**src/sv/assert_macros.svh**
```systemverilog
// Assertion helpers, clocked on clk and disabled while rst_n is low
`ifndef ASSERT_MACROS_SVH
`define ASSERT_MACROS_SVH

`define TLR_ASSERT(lbl, prop, msg) \
  lbl: assert property (@(posedge clk) disable iff (!rst_n) (prop)) else $error(msg);

`define TLR_ASSERT_NEXT(lbl, cond, nxt, msg) \
  lbl: assert property (@(posedge clk) disable iff (!rst_n) (cond) |=> (nxt)) else $error(msg);

`endif

```
**src/sv/tlr_pkg.sv**
```systemverilog
package tlr_pkg;

  localparam int SAMPLE_W       = 16;
  localparam int PERIOD_W       = 10;
  localparam int PHASE_W        = 11;
  localparam int CFG_INDEX_W    = 2;
  localparam int DIFF_W         = SAMPLE_W + 1;
  localparam int PROD_W         = 28;
  localparam int MAG_W          = 26;
  localparam int SUM_W          = SAMPLE_W + 2;
  localparam int DEF_MAX_POINTS = 64;

  localparam logic [CFG_INDEX_W-1:0] REG_INPUT_PERIOD  = 2'd0;
  localparam logic [CFG_INDEX_W-1:0] REG_OUTPUT_PERIOD = 2'd1;

  localparam logic [PERIOD_W-1:0] RESET_PERIOD = 10'd80;

  typedef logic signed [SAMPLE_W-1:0] sample_t;

  typedef struct packed {
    logic                start;
    sample_t             a0;
    sample_t             a1;
    logic [PERIOD_W-1:0] t;
    logic [PERIOD_W-1:0] span;
  } tlr_req_t;

  typedef struct packed {
    logic    done;
    sample_t value;
  } tlr_rsp_t;

  function automatic logic [PERIOD_W-1:0] eff_period(input logic [PERIOD_W-1:0] v);
    return (v == '0) ? {{(PERIOD_W-1){1'b0}}, 1'b1} : v;
  endfunction

endpackage

```
**src/sv/tlr_lerp_unit.sv**
```systemverilog
module tlr_lerp_unit (
  input  logic               clk,
  input  logic               rst_n,
  input  tlr_pkg::tlr_req_t  req_i,
  output tlr_pkg::tlr_rsp_t  rsp_o
);
  import tlr_pkg::*;

  `include "assert_macros.svh"

  localparam int STEP_W = $clog2(MAG_W);

  localparam logic [1:0] U_IDLE = 2'd0;
  localparam logic [1:0] U_MUL  = 2'd1;
  localparam logic [1:0] U_DIV  = 2'd2;
  localparam logic [1:0] U_FIN  = 2'd3;

  logic [1:0]               ust_r, ust_nxt;
  logic                     done_r, done_nxt;
  sample_t                  a0_r, a0_nxt;
  logic signed [DIFF_W-1:0] diff_r, diff_nxt;
  logic [PERIOD_W-1:0]      t_r, t_nxt;
  logic [PERIOD_W-1:0]      span_r, span_nxt;
  logic                     neg_r, neg_nxt;
  logic [MAG_W-1:0]         dv_r, dv_nxt;
  logic [PERIOD_W-1:0]      rem_r, rem_nxt;
  logic [STEP_W-1:0]        step_r, step_nxt;
  sample_t                  value_r, value_nxt;

  logic signed [PROD_W-1:0] prod;
  logic [PROD_W-1:0]        prod_mag;
  logic [PERIOD_W:0]        trial;
  logic [PERIOD_W:0]        trial_sub;
  logic                     ge;
  logic signed [SUM_W-1:0]  qs;
  logic signed [SUM_W-1:0]  sum;

  assign prod = $signed({{(PROD_W-PERIOD_W){1'b0}}, t_r})
              * $signed({{(PROD_W-DIFF_W){diff_r[DIFF_W-1]}}, diff_r});
  assign prod_mag  = prod[PROD_W-1] ? -prod : prod;
  assign trial     = {rem_r, dv_r[MAG_W-1]};
  assign ge        = trial >= {1'b0, span_r};
  assign trial_sub = trial - {1'b0, span_r};
  assign qs  = neg_r ? -$signed({2'b00, dv_r[SAMPLE_W-1:0]})
                     :  $signed({2'b00, dv_r[SAMPLE_W-1:0]});
  assign sum = $signed({{(SUM_W-SAMPLE_W){a0_r[SAMPLE_W-1]}}, a0_r}) + qs;

  always_comb begin
    ust_nxt   = ust_r;
    done_nxt  = 1'b0;
    a0_nxt    = a0_r;
    diff_nxt  = diff_r;
    t_nxt     = t_r;
    span_nxt  = span_r;
    neg_nxt   = neg_r;
    dv_nxt    = dv_r;
    rem_nxt   = rem_r;
    step_nxt  = step_r;
    value_nxt = value_r;
    case (ust_r)
      U_IDLE: begin
        if (req_i.start) begin
          a0_nxt   = req_i.a0;
          diff_nxt = $signed({req_i.a1[SAMPLE_W-1], req_i.a1})
                   - $signed({req_i.a0[SAMPLE_W-1], req_i.a0});
          t_nxt    = req_i.t;
          span_nxt = req_i.span;
          ust_nxt  = U_MUL;
        end
      end
      U_MUL: begin
        dv_nxt   = prod_mag[MAG_W-1:0];
        neg_nxt  = prod[PROD_W-1];
        rem_nxt  = '0;
        step_nxt = '0;
        ust_nxt  = U_DIV;
      end
      U_DIV: begin
        dv_nxt  = {dv_r[MAG_W-2:0], ge};
        rem_nxt = ge ? trial_sub[PERIOD_W-1:0] : trial[PERIOD_W-1:0];
        if (step_r == STEP_W'(MAG_W - 1)) begin
          ust_nxt = U_FIN;
        end else begin
          step_nxt = step_r + 1'b1;
        end
      end
      U_FIN: begin
        value_nxt = sum[SAMPLE_W-1:0];
        done_nxt  = 1'b1;
        ust_nxt   = U_IDLE;
      end
      default: begin
        ust_nxt = U_IDLE;
      end
    endcase
  end

  always_ff @(posedge clk) begin
    if (!rst_n) begin
      ust_r  <= U_IDLE;
      done_r <= 1'b0;
    end else begin
      ust_r  <= ust_nxt;
      done_r <= done_nxt;
    end
  end

  always_ff @(posedge clk) begin
    a0_r    <= a0_nxt;
    diff_r  <= diff_nxt;
    t_r     <= t_nxt;
    span_r  <= span_nxt;
    neg_r   <= neg_nxt;
    dv_r    <= dv_nxt;
    rem_r   <= rem_nxt;
    step_r  <= step_nxt;
    value_r <= value_nxt;
  end

  assign rsp_o.done  = done_r;
  assign rsp_o.value = value_r;

  `TLR_ASSERT(a_start_idle, req_i.start |-> ust_r == U_IDLE, "start while unit busy")
  `TLR_ASSERT_NEXT(a_done_pulse, done_r, !done_r, "done held over two cycles")
  `TLR_ASSERT(a_rem_bound, ust_r == U_DIV |-> rem_r < span_r, "remainder not below divisor")

endmodule

```
**src/sv/three_axis_linear_resampler.sv**
```systemverilog
// A primer item, or one whose phase lies past the input period, is absorbed in S_IDLE.
// Otherwise each emitted point passes S_CHECK, then three axes on the shared multiply/divide
// unit (multiply, 26 restoring-division steps, finish), then S_OUT, which waits on out_stall,
// and S_STEP; points skipped beyond the run cap pass only through S_CHECK and S_STEP.
// No item is taken until the run ends and the FSM is back in S_IDLE.
// Reset (rst_n low, synchronous): both periods 80, phase 80, no sample held.
module three_axis_linear_resampler #(
  parameter int MAX_POINTS_PER_SAMPLE = tlr_pkg::DEF_MAX_POINTS
) (
  input  logic                                 clk,
  input  logic                                 rst_n,
  input  logic                                 in_valid,
  output logic                                 in_stall,
  input  logic signed [tlr_pkg::SAMPLE_W-1:0]  in_sample_x,
  input  logic signed [tlr_pkg::SAMPLE_W-1:0]  in_sample_y,
  input  logic signed [tlr_pkg::SAMPLE_W-1:0]  in_sample_z,
  output logic                                 out_valid,
  input  logic                                 out_stall,
  output logic signed [tlr_pkg::SAMPLE_W-1:0]  out_x,
  output logic signed [tlr_pkg::SAMPLE_W-1:0]  out_y,
  output logic signed [tlr_pkg::SAMPLE_W-1:0]  out_z,
  output logic                                 out_last_of_run,
  input  logic                                 cfg_valid,
  output logic                                 cfg_ready,
  input  logic [tlr_pkg::CFG_INDEX_W-1:0]      cfg_index,
  input  logic [tlr_pkg::PERIOD_W-1:0]         cfg_data
);
  import tlr_pkg::*;

  `include "assert_macros.svh"

  localparam int CNT_W = $clog2(MAX_POINTS_PER_SAMPLE + 1);

  localparam logic [2:0] S_IDLE  = 3'd0;
  localparam logic [2:0] S_CHECK = 3'd1;
  localparam logic [2:0] S_CALC  = 3'd2;
  localparam logic [2:0] S_OUT   = 3'd3;
  localparam logic [2:0] S_STEP  = 3'd4;

  localparam logic [1:0] AXIS_X = 2'd0;
  localparam logic [1:0] AXIS_Y = 2'd1;
  localparam logic [1:0] AXIS_Z = 2'd2;

  logic [2:0]          state_r, state_nxt;
  logic [PERIOD_W-1:0] in_period_r, in_period_nxt;
  logic [PERIOD_W-1:0] out_period_r, out_period_nxt;
  logic [PHASE_W-1:0]  phase_r, phase_nxt;
  logic                primed_r, primed_nxt;
  sample_t             prev_x_r, prev_x_nxt, prev_y_r, prev_y_nxt, prev_z_r, prev_z_nxt;
  sample_t             new_x_r, new_x_nxt, new_y_r, new_y_nxt, new_z_r, new_z_nxt;
  sample_t             out_x_r, out_x_nxt, out_y_r, out_y_nxt, out_z_r, out_z_nxt;
  logic                out_last_r, out_last_nxt;
  logic [CNT_W-1:0]    count_r, count_nxt;
  logic [1:0]          axis_r, axis_nxt;
  logic                start_r, start_nxt;

  logic [PERIOD_W-1:0] tin;
  logic [PERIOD_W-1:0] tout;
  logic [PHASE_W-1:0]  phase_sum;
  logic                run_end;
  logic                in_acc;
  logic                cfg_acc;
  tlr_req_t            req;
  tlr_rsp_t            rsp;

  assign tin       = eff_period(in_period_r);
  assign tout      = eff_period(out_period_r);
  assign phase_sum = phase_r + {1'b0, tout};
  assign run_end   = phase_sum >= {1'b0, tin};

  assign in_stall  = (state_r != S_IDLE) || cfg_valid;
  assign cfg_ready = state_r == S_IDLE;
  assign in_acc    = in_valid && !in_stall;
  assign cfg_acc   = cfg_valid && cfg_ready;

  always_comb begin
    req.start = start_r;
    req.t     = phase_r[PERIOD_W-1:0];
    req.span  = tin;
    case (axis_r)
      AXIS_X: begin
        req.a0 = prev_x_r;
        req.a1 = new_x_r;
      end
      AXIS_Y: begin
        req.a0 = prev_y_r;
        req.a1 = new_y_r;
      end
      default: begin
        req.a0 = prev_z_r;
        req.a1 = new_z_r;
      end
    endcase
  end

  tlr_lerp_unit u_lerp (
    .clk   (clk),
    .rst_n (rst_n),
    .req_i (req),
    .rsp_o (rsp)
  );

  always_comb begin
    state_nxt      = state_r;
    in_period_nxt  = in_period_r;
    out_period_nxt = out_period_r;
    phase_nxt      = phase_r;
    primed_nxt     = primed_r;
    prev_x_nxt     = prev_x_r;
    prev_y_nxt     = prev_y_r;
    prev_z_nxt     = prev_z_r;
    new_x_nxt      = new_x_r;
    new_y_nxt      = new_y_r;
    new_z_nxt      = new_z_r;
    out_x_nxt      = out_x_r;
    out_y_nxt      = out_y_r;
    out_z_nxt      = out_z_r;
    out_last_nxt   = out_last_r;
    count_nxt      = count_r;
    axis_nxt       = axis_r;
    start_nxt      = 1'b0;
    case (state_r)
      S_IDLE: begin
        if (cfg_acc) begin
          case (cfg_index)
            REG_INPUT_PERIOD: begin
              in_period_nxt = cfg_data;
              phase_nxt     = {1'b0, tout};
            end
            REG_OUTPUT_PERIOD: begin
              out_period_nxt = cfg_data;
              phase_nxt      = {1'b0, eff_period(cfg_data)};
            end
            default: begin
            end
          endcase
        end else if (in_acc) begin
          new_x_nxt = in_sample_x;
          new_y_nxt = in_sample_y;
          new_z_nxt = in_sample_z;
          if (!primed_r) begin
            primed_nxt = 1'b1;
            prev_x_nxt = in_sample_x;
            prev_y_nxt = in_sample_y;
            prev_z_nxt = in_sample_z;
          end else if (phase_r > {1'b0, tin}) begin
            phase_nxt  = phase_r - {1'b0, tin};
            prev_x_nxt = in_sample_x;
            prev_y_nxt = in_sample_y;
            prev_z_nxt = in_sample_z;
          end else begin
            count_nxt = '0;
            state_nxt = S_CHECK;
          end
        end
      end
      S_CHECK: begin
        if (count_r < CNT_W'(MAX_POINTS_PER_SAMPLE)) begin
          axis_nxt  = AXIS_X;
          start_nxt = 1'b1;
          state_nxt = S_CALC;
        end else begin
          state_nxt = S_STEP;
        end
      end
      S_CALC: begin
        if (rsp.done) begin
          case (axis_r)
            AXIS_X: out_x_nxt = rsp.value;
            AXIS_Y: out_y_nxt = rsp.value;
            default: out_z_nxt = rsp.value;
          endcase
          if (axis_r == AXIS_Z) begin
            out_last_nxt = run_end || (count_r == CNT_W'(MAX_POINTS_PER_SAMPLE - 1));
            state_nxt    = S_OUT;
          end else begin
            axis_nxt  = axis_r + 1'b1;
            start_nxt = 1'b1;
          end
        end
      end
      S_OUT: begin
        if (!out_stall) begin
          count_nxt = count_r + 1'b1;
          state_nxt = S_STEP;
        end
      end
      S_STEP: begin
        if (run_end) begin
          phase_nxt  = phase_sum - {1'b0, tin};
          prev_x_nxt = new_x_r;
          prev_y_nxt = new_y_r;
          prev_z_nxt = new_z_r;
          state_nxt  = S_IDLE;
        end else begin
          phase_nxt = phase_sum;
          state_nxt = S_CHECK;
        end
      end
      default: begin
        state_nxt = S_IDLE;
      end
    endcase
  end

  always_ff @(posedge clk) begin
    if (!rst_n) begin
      state_r      <= S_IDLE;
      in_period_r  <= RESET_PERIOD;
      out_period_r <= RESET_PERIOD;
      phase_r      <= {1'b0, RESET_PERIOD};
      primed_r     <= 1'b0;
      prev_x_r     <= '0;
      prev_y_r     <= '0;
      prev_z_r     <= '0;
      count_r      <= '0;
      start_r      <= 1'b0;
    end else begin
      state_r      <= state_nxt;
      in_period_r  <= in_period_nxt;
      out_period_r <= out_period_nxt;
      phase_r      <= phase_nxt;
      primed_r     <= primed_nxt;
      prev_x_r     <= prev_x_nxt;
      prev_y_r     <= prev_y_nxt;
      prev_z_r     <= prev_z_nxt;
      count_r      <= count_nxt;
      start_r      <= start_nxt;
    end
  end

  always_ff @(posedge clk) begin
    new_x_r    <= new_x_nxt;
    new_y_r    <= new_y_nxt;
    new_z_r    <= new_z_nxt;
    out_x_r    <= out_x_nxt;
    out_y_r    <= out_y_nxt;
    out_z_r    <= out_z_nxt;
    out_last_r <= out_last_nxt;
    axis_r     <= axis_nxt;
  end

  assign out_valid       = state_r == S_OUT;
  assign out_x           = out_x_r;
  assign out_y           = out_y_r;
  assign out_z           = out_z_r;
  assign out_last_of_run = out_last_r;

  `TLR_ASSERT(a_loop_phase, state_r == S_CHECK |-> phase_r <= {1'b0, tin},
              "phase beyond input period in run")
  `TLR_ASSERT(a_count_cap, count_r <= CNT_W'(MAX_POINTS_PER_SAMPLE), "point count above cap")
  `TLR_ASSERT(a_done_in_calc, rsp.done |-> state_r == S_CALC, "unit result outside calculation")
  `TLR_ASSERT_NEXT(a_last_ends, out_valid && !out_stall && out_last_of_run,
                   state_r == S_STEP && (run_end || count_r == CNT_W'(MAX_POINTS_PER_SAMPLE)),
                   "last item without run end")

endmodule
```
**config.mk**
```make
export PLATFORM = sky130hd
export DESIGN_NAME = three_axis_linear_resampler
export DESIGN_NICKNAME = d
export VERILOG_FILES = /design/src/sv/tlr_pkg.sv /design/src/sv/tlr_lerp_unit.sv /design/src/sv/three_axis_linear_resampler.sv
export VERILOG_INCLUDE_DIRS = /design/src /design/src/sv
export SDC_FILE = /design/constraint.sdc
export NUM_CORES = 1
export LEC_CHECK = 0
export ABC_AREA = 1
export BUFFER_PORTS_ARGS = -buffer_cell sky130_fd_sc_hd__buf_2
export CORE_MARGIN = 2
export CORE_UTILIZATION = 30
export DETAILED_ROUTE_END_ITERATION = 6
export PLACE_DENSITY = 0.45
export RECOVER_POWER = 100
export SYNTH_ARGS = -nofsm -noshare
export SYNTH_HDL_FRONTEND = slang
export SYNTH_HIERARCHICAL = 1
export SYNTH_SLANG_ARGS = --single-unit
export TNS_END_PERCENT = 1
```
**constraint.sdc**
```tcl
create_clock -name clk -period 8.3 [get_ports clk]
set_input_delay 0.415 -clock clk [delete_from_list [all_inputs] [get_ports clk]]
set_output_delay 0.415 -clock clk [all_outputs]
set_load 0.005 [all_outputs]
```
==> results.yml <==
outcome:
  status: "finished, violations left"
  violations: "max-capacitance violations, max-slew violations"
final_layout:
  final_core_util_pct: 33.81
  synthToLayoutAreaGrowth_pct: 11.46
  largest_reg_flops: 26
  top_regs: "u_lerp/dv_r x26, u_lerp/diff_r x17"
  drive_gt1_share_pct: 4.941
  fin_nets: 3499
  regMostFlops: "u_lerp/dv_r"
  finalNonFillerCells: 4208
route:
  wl_per_cell_um: 15.45
  drc: 0
  route.vias.total: 18740
  first_pass_iters: 5
  dr.first_iter.drc_count: 1128
  postRouteAntennaNets: 0
  wl_um: 65000
  drt-vias-per-instance: 4.453
logic_synthesis:
  synthFlopType: "edfxtp_1"
  async_reset_ff_share_pct: 0
  syn_area_per_cell_um2: 7.818
  synth_area_um2: 24000
  yosysTopAreaCell: "edfxtp_1"
  synthCells: 3070
  ys_types: 48
  synth_warnings: 6
  yosysTopAreaCellShare_pct: 26.27
  ys_ff_latch: 304
  synth_area_leaders: "edfxtp_1 (26%), nand2_1 (14%), fa_1 (13%), inv_1 (9.6%), dfxtp_1 (7.8%)"
  synth_most_common_cell: "nand2_1"
  synth_edf_count: 210
  synth_nets: 3441
  synth_common_cells: "nand2_1 (874), inv_1 (612), nor2_1 (223)"
  yosysSeqAreaShare_pct: 34.11
setup_path:
  cpMostUsedCell: "o21ai_0"
  r2r-start: "axis_r[0]"
  crit_chain: "inv_1 > ha_1 > clkbuf_1 > nor2_1 > clkbuf_1 > a22oi_1 > o21ai_0 > inv_1 > ha_1 > nand2_1 > o21ai_0 > a21boi_0 > o21ai_0 > a21boi_0 > o21ai_0 > nand3_1 > nand2_1 > xor2_1"
  crit_path_start: "axis_r[0]"
  rr_worst_depth: 18
  cp.required_ps: 8680
  worstSetupStartpointType: "register"
  worst-path-stages: 18
  timing.rr.end: "u_lerp/diff_r[13]"
  worstPathBufferInverterCount: 4
  cp_top_family: "compound AO/OA/AOI/OAI gates"
  endpoint_kind: "register"
  crit_fanout: 32
  cp_slowest_cell: "nor2_1"
  critPathKind: "register to register"
  endpoint: "u_lerp/diff_r[13]"
  rrSetupSlack_ps: 1560
  cpPeakStageDelay_ps: 1330
  worstPathArrival_ps: 7110
floorplanning:
  ioPinCount: 117
  core_area_um2: 79130
  dieArea_um2: 82290
  start_util_pct: 30.33
  rows: 103
  die_h_um: 286.9
  die_x_um: 286.9
timing:
  relSlewSlack_pct: -89.60
  max_freq_mhz: 148.5
  min_period_ps: 6736
  setup_violations: 0
  max_slew.worst_pin.slew_ps: 2844
  post-route-period-util_pct: 81.16
  skew_ps: 33.72
  drv_slew: 433
  hold_viol_final: 0
  tns_ps: 0
  rsz0062_at_grt: "false"
  hold_ws_ps: 45.05
cts:
  cts_resized: 0
  path_clk_slew_ps: 60
  post_cts_buffers: 0
  cts_max_level: 2
  cts.sinks: 304
  cts_buffers: 38
  clk_latency_ps: 570
  cts_tree: "built"
  cts.path.max_buffers: 3
  cts_root_buf: "clkbuf_16"
hold_path:
  hp-class: "input pin to register"
  min_path_cells: 1
global_routing:
  grt_use_total_pct: 15.97
  grt_pass1_vias: 18940
  grt_first_pass_wirelength_um: 104600
  grt_max_degree: 97
  overflow: 0
  antenna_found_initial: 1
placement:
  routabilityCongestion: 0.8071
  hpwl_um: 49240
  place.port_buffers: 116
  place_inst: 4137
flow_run:
  cap_viol_max_count: 10
placed cells by master (no fill, tap or decap), types with 4 or more instances in the layout:
cell type,n
inv_2,9
clkbuf_16,38
a22oi_1,31
nand2_1,875
o21bai_1,9
clkbuf_1,87
nand2_2,13
nor2_2,8
bufinv_16,9
dfxtp_1,94
nor3_1,17
o21ai_0,102
a21oi_1,130
nand3_1,131
xor2_1,52
buf_2,46
edfxtp_1,210
nor2_1,223
clkinv_2,6
fa_1,159
a21boi_0,4
inv_1,612
nand4_1,30
ha_1,147
a21o_1,6
clkinv_1,6
o211ai_1,10
nor2_4,5
nand3b_1,16
xnor2_1,30
worst min path at each step:
stage | endpoint | slack, ps | from
after floorplan | out_x[0] | 440 | u_lerp/value_r[0]
after global placement | u_lerp/span_r[9] | 440 | in_period_r[9]
after detailed placement | u_lerp/span_r[9] | 440 | in_period_r[9]
after CTS | new_y_r[0] | 3 | in_sample_y[0]
after global routing | new_z_r[3] | 20 | in_sample_z[3]
final | new_x_r[7] | 50 | in_sample_x[7]
per-stage QoR:
stage | area [um^2] | setup slack [ps]
floorplan | 24000 | 2845
global placement | 25520 | 1891
detailed placement | 25520 | 1790
CTS | 26920 | 1758
global route | 26750 | 1021
finish | 26750 | 1564
cells by family after synthesis:
| kind of cell | Yosys count | synth area share (%) |
|---|---|---|
| DFF | 304 | 34.11 |
| buffers and inverters | 740 | 11.97 |
| adders and majority gates | 306 | 20.92 |
| and+or+nand+nor | 1331 | 22.84 |
| AOI/OAI and AO/OA | 307 | 7.157 |
| xor gates and xnor gates | 82 | 2.992 |
cell type report:
class | instances | area [um^2]
fill | 8554 | 52380
tap | 1050 | 1314
clock inverter | 23 | 376.6
timing repair buffer | 133 | 575.6
clock buffer | 46 | 1011
antenna | 1 | 2.502
multi-input combinational | 2026 | 12940
sequential | 304 | 8188
inverter | 625 | 2346
layer usage:
| layer | part of all wire, % | global-route usage, % | wire (um) | vias up |
|---|---|---|---|---|
| met5 | 0 | 0 | 0 | - |
| met4 | 1.6 | 3.307 | 1052 | 0 |
| met2 | 43 | 24.84 | 28090 | 295 |
| met3 | 3.5 | 2.040 | 2247 | 61 |
| met1 | 52 | 23.68 | 33610 | 8756 |
| li1 | - | - | - | 9627 |
timing repair:
action | 4_1_cts | 5_1_grt
endpoints found under the hold margin | 1 | 0
hold buffers | 1 | 0
setup endpoints to repair | 0 | 0
Power is not shown: default switching activity piles up to over one toggle a cycle in this logic, so the estimate is an artifact.
